`src/rtl/core/sfpm_pkg.sv`:
```
// Package for the skin and foreground pixel mask block.
// Holds the register map, reset values, fixed-point coefficients and the config struct.
// No dependencies.
package sfpm_pkg;

  localparam int unsigned RegIdxW = 3;

  localparam logic [RegIdxW-1:0] REG_FG_THRESHOLD = 3'd0;
  localparam logic [RegIdxW-1:0] REG_LUMA_LOW     = 3'd1;
  localparam logic [RegIdxW-1:0] REG_LUMA_HIGH    = 3'd2;
  localparam logic [RegIdxW-1:0] REG_CR_LOW       = 3'd3;
  localparam logic [RegIdxW-1:0] REG_CR_HIGH      = 3'd4;
  localparam logic [RegIdxW-1:0] REG_CB_LOW       = 3'd5;
  localparam logic [RegIdxW-1:0] REG_CB_HIGH      = 3'd6;

  localparam logic [7:0] RST_FG_THRESHOLD = 8'd30;
  localparam logic [7:0] RST_LUMA_LOW     = 8'd0;
  localparam logic [7:0] RST_LUMA_HIGH    = 8'd255;
  localparam logic [7:0] RST_CR_LOW       = 8'd136;
  localparam logic [7:0] RST_CR_HIGH      = 8'd180;
  localparam logic [7:0] RST_CB_LOW       = 8'd85;
  localparam logic [7:0] RST_CB_HIGH      = 8'd135;

  // BT.601 coefficients in Q14
  localparam logic [21:0] COEF_RY = 22'd4899;
  localparam logic [21:0] COEF_GY = 22'd9617;
  localparam logic [21:0] COEF_BY = 22'd1868;
  localparam logic [21:0] Q_HALF  = 22'd8192;
  localparam logic [23:0] COEF_CR = 24'd11682;
  localparam logic [23:0] COEF_CB = 24'd9241;
  // (128 + 256) << 14 plus rounding half
  localparam logic [23:0] CHROMA_BIAS = 24'd6299648;

  typedef struct packed {
    logic [7:0] fg_threshold;
    logic [7:0] luma_low;
    logic [7:0] luma_high;
    logic [7:0] cr_low;
    logic [7:0] cr_high;
    logic [7:0] cb_low;
    logic [7:0] cb_high;
  } cfg_t;

endpackage

```
`src/rtl/core/sfpm_cfg.sv`:
```
// Configuration register bank for the skin and foreground pixel mask block.
// Depends on sfpm_pkg.
module sfpm_cfg (
  input  logic                           clk,
  input  logic                           rst_n,
  input  logic                           cfg_wen,
  input  logic [sfpm_pkg::RegIdxW-1:0]   cfg_index,
  input  logic [7:0]                     cfg_wdata,
  output sfpm_pkg::cfg_t                 cfg
);

  sfpm_pkg::cfg_t cfg_r;
  sfpm_pkg::cfg_t cfg_nxt;

  always_comb begin
    cfg_nxt = cfg_r;
    if (cfg_wen) begin
      case (cfg_index)
        sfpm_pkg::REG_FG_THRESHOLD: cfg_nxt.fg_threshold = cfg_wdata;
        sfpm_pkg::REG_LUMA_LOW:     cfg_nxt.luma_low     = cfg_wdata;
        sfpm_pkg::REG_LUMA_HIGH:    cfg_nxt.luma_high    = cfg_wdata;
        sfpm_pkg::REG_CR_LOW:       cfg_nxt.cr_low       = cfg_wdata;
        sfpm_pkg::REG_CR_HIGH:      cfg_nxt.cr_high      = cfg_wdata;
        sfpm_pkg::REG_CB_LOW:       cfg_nxt.cb_low       = cfg_wdata;
        sfpm_pkg::REG_CB_HIGH:      cfg_nxt.cb_high      = cfg_wdata;
        default:                    cfg_nxt = cfg_r;
      endcase
    end
  end

  always_ff @(posedge clk) begin
    if (!rst_n) begin
      cfg_r.fg_threshold <= sfpm_pkg::RST_FG_THRESHOLD;
      cfg_r.luma_low     <= sfpm_pkg::RST_LUMA_LOW;
      cfg_r.luma_high    <= sfpm_pkg::RST_LUMA_HIGH;
      cfg_r.cr_low       <= sfpm_pkg::RST_CR_LOW;
      cfg_r.cr_high      <= sfpm_pkg::RST_CR_HIGH;
      cfg_r.cb_low       <= sfpm_pkg::RST_CB_LOW;
      cfg_r.cb_high      <= sfpm_pkg::RST_CB_HIGH;
    end else begin
      cfg_r <= cfg_nxt;
    end
  end

  assign cfg = cfg_r;

endmodule

```
`src/rtl/core/sfpm_fg.sv`:
```
// Foreground datapath: absolute differences, squares, distance compare over three stages.
// Depends on sfpm_pkg.
module sfpm_fg (
  input  logic            clk,
  input  logic            adv,
  input  logic [7:0]      cur_blue,
  input  logic [7:0]      cur_green,
  input  logic [7:0]      cur_red,
  input  logic [7:0]      bg_blue,
  input  logic [7:0]      bg_green,
  input  logic [7:0]      bg_red,
  input  sfpm_pkg::cfg_t  cfg,
  output logic            fg
);

  logic [7:0]  db_r, dg_r, dr_r;
  logic [7:0]  db_nxt, dg_nxt, dr_nxt;
  logic [15:0] sb_r, sg_r, sr_r, tt_r;
  logic [15:0] sb_nxt, sg_nxt, sr_nxt, tt_nxt;
  logic [17:0] sq_sum;
  logic        fg_r;
  logic        fg_nxt;

  assign db_nxt = (bg_blue  > cur_blue)  ? bg_blue  - cur_blue  : cur_blue  - bg_blue;
  assign dg_nxt = (bg_green > cur_green) ? bg_green - cur_green : cur_green - bg_green;
  assign dr_nxt = (bg_red   > cur_red)   ? bg_red   - cur_red   : cur_red   - bg_red;

  assign sb_nxt = 16'(db_r) * 16'(db_r);
  assign sg_nxt = 16'(dg_r) * 16'(dg_r);
  assign sr_nxt = 16'(dr_r) * 16'(dr_r);
  assign tt_nxt = 16'(cfg.fg_threshold) * 16'(cfg.fg_threshold);

  assign sq_sum = 18'(sb_r) + 18'(sg_r) + 18'(sr_r);
  assign fg_nxt = sq_sum > 18'(tt_r);

  always_ff @(posedge clk) begin
    if (adv) begin
      db_r <= db_nxt;
      dg_r <= dg_nxt;
      dr_r <= dr_nxt;
      sb_r <= sb_nxt;
      sg_r <= sg_nxt;
      sr_r <= sr_nxt;
      tt_r <= tt_nxt;
      fg_r <= fg_nxt;
    end
  end

  assign fg = fg_r;

endmodule

```
`src/rtl/core/sfpm_color.sv`:
```
// Colour datapath: BT.601 luma and chroma in Q14 over three stages, then range tests.
// Depends on sfpm_pkg.
module sfpm_color (
  input  logic            clk,
  input  logic            adv,
  input  logic [7:0]      cur_blue,
  input  logic [7:0]      cur_green,
  input  logic [7:0]      cur_red,
  input  sfpm_pkg::cfg_t  cfg,
  output logic            range_ok
);

  // stage A: luma products
  logic [21:0] py_r, pg_r, pb_r;
  logic [21:0] py_nxt, pg_nxt, pb_nxt;
  logic [7:0]  ra_r, ba_r;
  // stage B: luma
  logic [21:0] ysum;
  logic [7:0]  yb_r, rb_r, bb_r;
  // stage C: chroma products
  logic signed [8:0]  dcr, dcb;
  logic signed [23:0] dcr_ext, dcb_ext, coef_cr_s, coef_cb_s;
  logic signed [23:0] pcr_r, pcb_r, pcr_nxt, pcb_nxt;
  logic [7:0]  yc_r;
  // range tests
  logic [23:0] acc_cr, acc_cb;
  logic [9:0]  sh_cr, sh_cb;
  logic [7:0]  cr_val, cb_val;
  logic        y_ok, cr_ok, cb_ok;

  assign py_nxt = 22'(cur_red)   * sfpm_pkg::COEF_RY;
  assign pg_nxt = 22'(cur_green) * sfpm_pkg::COEF_GY;
  assign pb_nxt = 22'(cur_blue)  * sfpm_pkg::COEF_BY;

  assign ysum = py_r + pg_r + pb_r + sfpm_pkg::Q_HALF;

  assign dcr       = $signed({1'b0, rb_r}) - $signed({1'b0, yb_r});
  assign dcb       = $signed({1'b0, bb_r}) - $signed({1'b0, yb_r});
  assign dcr_ext   = 24'(dcr);
  assign dcb_ext   = 24'(dcb);
  assign coef_cr_s = $signed(sfpm_pkg::COEF_CR);
  assign coef_cb_s = $signed(sfpm_pkg::COEF_CB);
  assign pcr_nxt   = dcr_ext * coef_cr_s;
  assign pcb_nxt   = dcb_ext * coef_cb_s;

  always_ff @(posedge clk) begin
    if (adv) begin
      py_r  <= py_nxt;
      pg_r  <= pg_nxt;
      pb_r  <= pb_nxt;
      ra_r  <= cur_red;
      ba_r  <= cur_blue;
      yb_r  <= ysum[21:14];
      rb_r  <= ra_r;
      bb_r  <= ba_r;
      pcr_r <= pcr_nxt;
      pcb_r <= pcb_nxt;
      yc_r  <= yb_r;
    end
  end

  // biased sum is always positive; shifted value lies in 202..566 before the clamp below
  assign acc_cr = $unsigned(pcr_r) + sfpm_pkg::CHROMA_BIAS;
  assign acc_cb = $unsigned(pcb_r) + sfpm_pkg::CHROMA_BIAS;
  assign sh_cr  = acc_cr[23:14];
  assign sh_cb  = acc_cb[23:14];

  always_comb begin
    if (sh_cr[9]) begin
      cr_val = 8'd255;
    end else if (!sh_cr[8]) begin
      cr_val = 8'd0;
    end else begin
      cr_val = sh_cr[7:0];
    end
    if (sh_cb[9]) begin
      cb_val = 8'd255;
    end else if (!sh_cb[8]) begin
      cb_val = 8'd0;
    end else begin
      cb_val = sh_cb[7:0];
    end
  end

  assign y_ok  = (yc_r   >= cfg.luma_low) && (yc_r   <= cfg.luma_high);
  assign cr_ok = (cr_val >= cfg.cr_low)   && (cr_val <= cfg.cr_high);
  assign cb_ok = (cb_val >= cfg.cb_low)   && (cb_val <= cfg.cb_high);

  assign range_ok = y_ok && cr_ok && cb_ok;

endmodule

```
`src/rtl/core/skin_foreground_pixel_mask.sv`:
```
// Top level of the skin and foreground pixel mask block.
// Depends on sfpm_pkg, sfpm_cfg, sfpm_fg and sfpm_color.
//
//   channel  | ports                                       | direction
//   in       | in_valid, in_stall, in_cur_*, in_bg_*        | pixel word in
//   out      | out_valid, out_stall, out_skin_mask, out_foreground | result word out
//   cfg      | cfg_wen, cfg_index, cfg_wdata                | register write
//
// One word per cycle unless a stalled output word holds the pipe.
// Three datapath stages plus the output register; valid bits follow each stage.
// A stalled output word freezes the whole pipe and raises in_stall; nothing drops.
// Synchronous reset clears valid bits and loads register defaults.
module skin_foreground_pixel_mask (
  input  logic                          clk,
  input  logic                          rst_n,
  input  logic                          in_valid,
  output logic                          in_stall,
  input  logic [7:0]                    in_cur_blue,
  input  logic [7:0]                    in_cur_green,
  input  logic [7:0]                    in_cur_red,
  input  logic [7:0]                    in_bg_blue,
  input  logic [7:0]                    in_bg_green,
  input  logic [7:0]                    in_bg_red,
  output logic                          out_valid,
  input  logic                          out_stall,
  output logic                          out_skin_mask,
  output logic                          out_foreground,
  input  logic                          cfg_wen,
  input  logic [sfpm_pkg::RegIdxW-1:0]  cfg_index,
  input  logic [7:0]                    cfg_wdata
);

  sfpm_pkg::cfg_t cfg;
  logic adv;
  logic va_r, vb_r, vc_r, vo_r;
  logic va_nxt;
  logic fg_c, range_ok;
  logic skin_r, fgo_r;

  sfpm_cfg u_cfg (
    .clk       (clk),
    .rst_n     (rst_n),
    .cfg_wen   (cfg_wen),
    .cfg_index (cfg_index),
    .cfg_wdata (cfg_wdata),
    .cfg       (cfg)
  );

  sfpm_fg u_fg (
    .clk       (clk),
    .adv       (adv),
    .cur_blue  (in_cur_blue),
    .cur_green (in_cur_green),
    .cur_red   (in_cur_red),
    .bg_blue   (in_bg_blue),
    .bg_green  (in_bg_green),
    .bg_red    (in_bg_red),
    .cfg       (cfg),
    .fg        (fg_c)
  );

  sfpm_color u_color (
    .clk       (clk),
    .adv       (adv),
    .cur_blue  (in_cur_blue),
    .cur_green (in_cur_green),
    .cur_red   (in_cur_red),
    .cfg       (cfg),
    .range_ok  (range_ok)
  );

  assign adv      = !(vo_r && out_stall);
  assign in_stall = !adv;
  assign va_nxt   = in_valid;

  always_ff @(posedge clk) begin
    if (!rst_n) begin
      va_r <= 1'b0;
      vb_r <= 1'b0;
      vc_r <= 1'b0;
      vo_r <= 1'b0;
    end else if (adv) begin
      va_r <= va_nxt;
      vb_r <= va_r;
      vc_r <= vb_r;
      vo_r <= vc_r;
    end
  end

  always_ff @(posedge clk) begin
    if (adv) begin
      skin_r <= fg_c && range_ok;
      fgo_r  <= fg_c;
    end
  end

  assign out_valid      = vo_r;
  assign out_skin_mask  = skin_r;
  assign out_foreground = fgo_r;

endmodule

```
`config.mk`:
```
export PLATFORM = sky130hd
export DESIGN_NAME = skin_foreground_pixel_mask
export DESIGN_NICKNAME = d
export VERILOG_FILES = /design/src/rtl/core/sfpm_pkg.sv /design/src/rtl/core/sfpm_cfg.sv /design/src/rtl/core/sfpm_fg.sv /design/src/rtl/core/sfpm_color.sv /design/src/rtl/core/skin_foreground_pixel_mask.sv
export SDC_FILE = /design/constraint.sdc
export NUM_CORES = 1
export LEC_CHECK = 0
export BUFFER_PORTS_ARGS = -buffer_cell sky130_fd_sc_hd__buf_2
export CORE_MARGIN = 8
export CORE_UTILIZATION = 35
export CTS_CLUSTER_SIZE = 25
export DETAILED_ROUTE_END_ITERATION = 7
export GPL_ROUTABILITY_DRIVEN = 0
export HOLD_SLACK_MARGIN = 0.08
export SLEW_MARGIN = 20
export SYNTH_ARGS = -nofsm -noshare
export SYNTH_HDL_FRONTEND = slang
export SYNTH_SLANG_ARGS = --single-unit
export TNS_END_PERCENT = 100
```
`constraint.sdc`:
```
create_clock -name clk -period 15.1 [get_ports clk]
set_input_delay 0.755 -clock clk [delete_from_list [all_inputs] [get_ports clk]]
set_output_delay 0.755 -clock clk [all_outputs]
set_load 0.005 [all_outputs]
```
---- Word-level counts from Yosys, hierarchy flattened ----
Index checks and enable logic that the tools add are counted.
W data, S select, Z words.
storage, ports and cells
  register bits ........................... 306
  bits of input ports ..................... 64
  word-level logic and storage cells ...... 94
operators by class
  add/sub/neg operators ................... 15
  multipliers ............................. 9
  magnitude comparators ................... 10
  equal/unequal tests ..................... 6
  multiplexer cells ....................... 7
  reduce and logical (&&, ||, !) cells .... 15
operator list
  cell                      number
  $mul A8 B8 Y16            4
  $mux W8                   7
  $add A24 B23 Y24 const B  2
  $sub A8 B8 Y8             6
  $ge A8 B8 Y1              3
  $gt A8 B8 Y1              3
  $le A8 B8 Y1              3
  $mul A9 B15 Y24 const B   1
  $mul A9 B14 Y23 const B   1
  $add A21 B22 Y22          1
  $add A22 B14 Y22 const B  1
  $add A22 B19 Y22          1
  $mul A8 B14 Y22 const B   1
  $mul A8 B13 Y21 const B   1
  $add A18 B16 Y18          1
  $gt A18 B16 Y1            1
  $sub A8 B8 Y9             2
  $add A16 B16 Y17          1
  $mul A8 B9 Y17 const B    1
  $reduce_and A2 Y1         7
  $eq A3 B3 Y1 const B      3
  $logic_and A1 B1 Y1       7
  $eq A3 B2 Y1 const B      2
  $eq A3 B1 Y1 const B      1
  $logic_not A3 Y1          1

---- Logic depth before layout (Yosys ltp) ----
  word-level depth ........................ 8
  depth in mapped cells ................... 31
  depth with buffers taken out ............ 31

---- Cells and area by module ----
A second synthesis with hierarchy kept.
second synthesis, totals
  cell total of the unflattened synthesis .. 2923
  area, all modules ....................... 29887.4 um^2
modules (own cells, without submodules)
  module                      times used  cells an instance  area an instance (um^2)
  sfpm_color                  1           1380               14899.3
  sfpm_fg                     1           1318               12587.1
  sfpm_cfg                    1           207                2190.9
  skin_foreground_pixel_mask  1           18                 210.2

---- Worst setup path after synthesis ----
No wires, ideal clock.
  path kind ............................... in2out
  from .................................... input port out_stall
  to ...................................... output port in_stall
  arrival ................................. 6.042 ns
  data required time ...................... 14.345 ns
  path slack .............................. 8.303 ns
  stages on the path ...................... 2
  buffers on the path ..................... 0
  cell sequence ........................... nand2_1 inv_1
between the ends
  word-level cells in the longest chain between the ends .. 1
ends and longest elaborated chain
  element              line                              RTL
  from (decl)          skin_foreground_pixel_mask.sv:25  input logic out_stall,
  $logic_and A1 B1 Y1  skin_foreground_pixel_mask.sv:72  assign adv = !(vo_r && out_stall);
  to (decl)            skin_foreground_pixel_mask.sv:17  output logic in_stall,
Every way passes these cells.

---- Worst setup path in the final report ----
  from .................................... register u_color.rb_r[0]
  to ...................................... register u_color.pcr_r[22] (data pin)
between the ends
  word-level cells in the longest chain between the ends .. 2
ends and longest elaborated chain
  element                  line              RTL
  from (decl)              sfpm_color.sv:19  logic [7:0] yb_r, rb_r, bb_r;
  from (signal assigned)   sfpm_color.sv:54  rb_r <= ra_r;
  $sub A8 B8 Y9            sfpm_color.sv:37  assign dcr = $signed({1'b0, rb_r}) - $signed({1'b0, yb_r});
  $mul A9 B14 Y23          sfpm_color.sv:43  assign pcr_nxt = dcr_ext * coef_cr_s;
  net u_color.pcr_nxt[22]  sfpm_color.sv:23  logic signed [23:0] pcr_r, pcb_r, pcr_nxt, pcb_nxt;
  to (signal assigned)     sfpm_color.sv:56  pcr_r <= pcr_nxt;
  to (decl)                sfpm_color.sv:23
The timed path passes the listed nets, and every way through them passes these cells.
A chain may end at the register's enable or synchronous reset.

==> qor.csv <==
stage,metric,value,unit
run_status,status,finished clean,
yosys,ys_async_sr_fraction,0,%
floorplanning,ios,68,
timing,grt_setup_unrepaired,no,
cts,cts_tree,done,
yosys,synth.most_common_cell,ha_1,
min_path,hold_class,register to register,
yosys,syn_nets,3774,
yosys,syn_area,29270,um^2
cells_and_area,fill_cells,8268,
floorplanning,die_width,305.2,um
setup_path,path_class,register to register,
timing,post-route-period-util,46.24,%
yosys,synthTopCellsByArea,"ha_1, edfxtp_1, fa_1",
grt,antenna_found_initial,1,
setup_path,crit_slowest_cell,fa_1,
cells_and_area,diodes,0,
detailed_routing,num_vias,19634,
min_path,hold_depth,0,
timing,relSlewSlack,30.62,%
yosys,ys.flop_type,edfxtp_1,
setup_path,cpPeakStageDelay,0.54,ns
floorplanning,num_rows,106,
placed_design,hpwl,47890,um
placed_design,port_buffers,67,
yosys,yosys.area.top_type,ha_1,
timing,clock.fmax,143.2,MHz
detailed_routing,drtPass1Iterations,5,
yosys,synthDistinctLibCells,77,
placed_design,place_ws,8.166,ns
cts,cts_sinks,275,
timing,setup_ws,8.117,ns
cts,numCtsBuffers,35,
yosys,yosysTopAreaCellShare,25.26,%
detailed_routing,finalWirelength,58440,um
grt,grt_pass1_wl,100100,um
cts,clockBufferDepth,3,
floorplanning,die_y,305.2,um
timing,finalHoldViolCount,0,
grt,grt_pass1_vias,20369,
yosys,synthTopCellsByCount,"ha_1, inv_1, edfxtp_1",
cts,post_cts_buffers,0,
timing,clock_skew,0.02669,ns
setup_path,start_kind,register,
grt,grt_overflow,0,
timing,layout_min_cycle_time,6.983,ns
cts,h-tree-depth,2,
setup_path,critical_path.max_fanout,6,
setup_path,ff2ff_path_depth,31,
setup_path,endpoint_kind,register,
setup_path,crit_required,15.40,ns
grt,grt_max_degree,80,
cts,ctsHoldBuffers,0,
floorplanning,core,83290,um^2
cells_and_area,drive_above_1_share,5.598,%
placed_design,place_inst,4035,
run,maxCapViolations,0,
timing,drv_slew,0,
detailed_routing,drcViolationCount,0,
yosys,synth_edf_count,215,
cells_and_area,final_cell_count_no_fill,4099,
setup_path,crit_arrival,7.29,ns
yosys,synth_cells,2916,
yosys,yosysWarningCount,0,
timing,setup_viol,0,
timing,finalSetupTns,0,ns
cells_and_area,nNetsFinal,3850,
cells_and_area,syn_to_final_growth,9.742,%
grt,grt.total_usage,12.76,%
detailed_routing,drtAntennaViolNets,0,
cts,cts.clk_slew.worst_paths,0.06,ns
yosys,post_synth.cell_area_avg,10.04,um^2
timing,tightest_slew,1.041,ns
cts,ctsRootBufferMaster,clkbuf_16,
yosys,seq_area_frac_synth,26.16,%
floorplanning,initial_core_util,35.14,%
detailed_routing,dr.first_iter.drc_count,830,
detailed_routing,routedWlPerCell,14.26,um
yosys,ys_ff_latch,275,
cts,cts-resized-gates,0,
cts,clk_latency,0.56,ns
floorplanning,die_area,93140,um^2
detailed_routing,via_per_inst,4.790,
==> registers in the layout, summed over array words and instances, names as in the netlist, 11 cells and up <==
signal         flops
u_fg.sg_r         15
u_fg.sb_r         15
u_color.pg_r      22
u_fg.sr_r         15
u_color.pcb_r     11
u_cfg.cfg         56
u_color.py_r      20
u_fg.tt_r         15
u_color.pcr_r     11
u_color.pb_r      16
==> cells in the final DEF, fill, tap and decap left out, types with 38 or more instances in the layout <==
master / n
a21boi_0: 43
a21o_1: 46
a21oi_1: 103
and2_1: 72
buf_2: 67
dfxtp_1: 60
edfxtp_1: 215
fa_1: 203
ha_1: 591
inv_1: 466
nand2_1: 207
nand3_1: 53
nor2_1: 144
nor2b_1: 38
nor3_1: 44
o21ai_0: 85
xnor2_1: 139
xor2_1: 59
==> cell families (layout without fill, tap and decap cells) <==
kind of cell | Yosys count | in the layout | synth area share, %
compound gates | 472 | 472 | 10.90
xor+xnor | 198 | 198 | 5.925
fa+ha+maj | 794 | 794 | 39.15
buf+inv | 498 | 601 | 6.403
flops | 275 | 275 | 26.16
mux | 18 | 18 | 0.6455
simple gates | 661 | 661 | 10.82
==> stage by stage <==
step	cell area (um^2)	util (%)	hold slack, ns
3_5_place_dp	30870	37.06	0.4063
3_3_place_gp	30870	37.06	0.4013
2_1_floorplan	29270	-	0.4003
5_1_grt	32120	38.57	0.4348
6_report	32120	38.57	0.4198
4_1_cts	32120	38.57	0.4210
==> critical path: cells and delay by family, from the launching register on <==
kind / cells / cell delay, ns
adder cells (fa/ha/maj): 8 / 2.72
AO/OA/AOI/OAI: 10 / 1.85
AND/OR/NAND/NOR: 6 / 1.08
flip-flops: 1 / 0.35
buffers and inverters: 5 / 0.27
XOR/XNOR: 1 / 0.25
multiplexers: 1 / 0.17
==> final cells by class <==
type	count	area, um^2	share of cell area (%)
Timing Repair Buffer	71	365.4	1.137
Multi-Input combinational cell	2143	19750	61.47
Clock buffer	39	900.9	2.804
Tap cell	1080	1351	4.207
Clock inverter	25	351.6	1.095
Inverter	466	1749	5.445
Sequential cell	275	7657	23.84
==> routing by layer <==
layer / up-vias / wire [um] / track usage [%]
met1: 9237 / 29060 / 17.64
li1: 10121 / - / -
met4: 0 / 1037 / 2.877
met3: 65 / 1639 / 1.611
met5: - / 0 / 0
met2: 211 / 26700 / 21.29
==> path summary, 6_finish.rpt <==
path | start | endpoint | slack [ns]
min | u_color.ra_r[2] | u_color.rb_r[2] | 0.42
max reg2reg | u_color.rb_r[0] | u_color.pcr_r[22] | 8.12
min reg2reg | u_color.ra_r[2] | u_color.rb_r[2] | 0.42
max | u_color.rb_r[0] | u_color.pcr_r[22] | 8.12
Power is not shown: default switching activity piles up to over one toggle a cycle in this logic, so the estimate is an artifact.
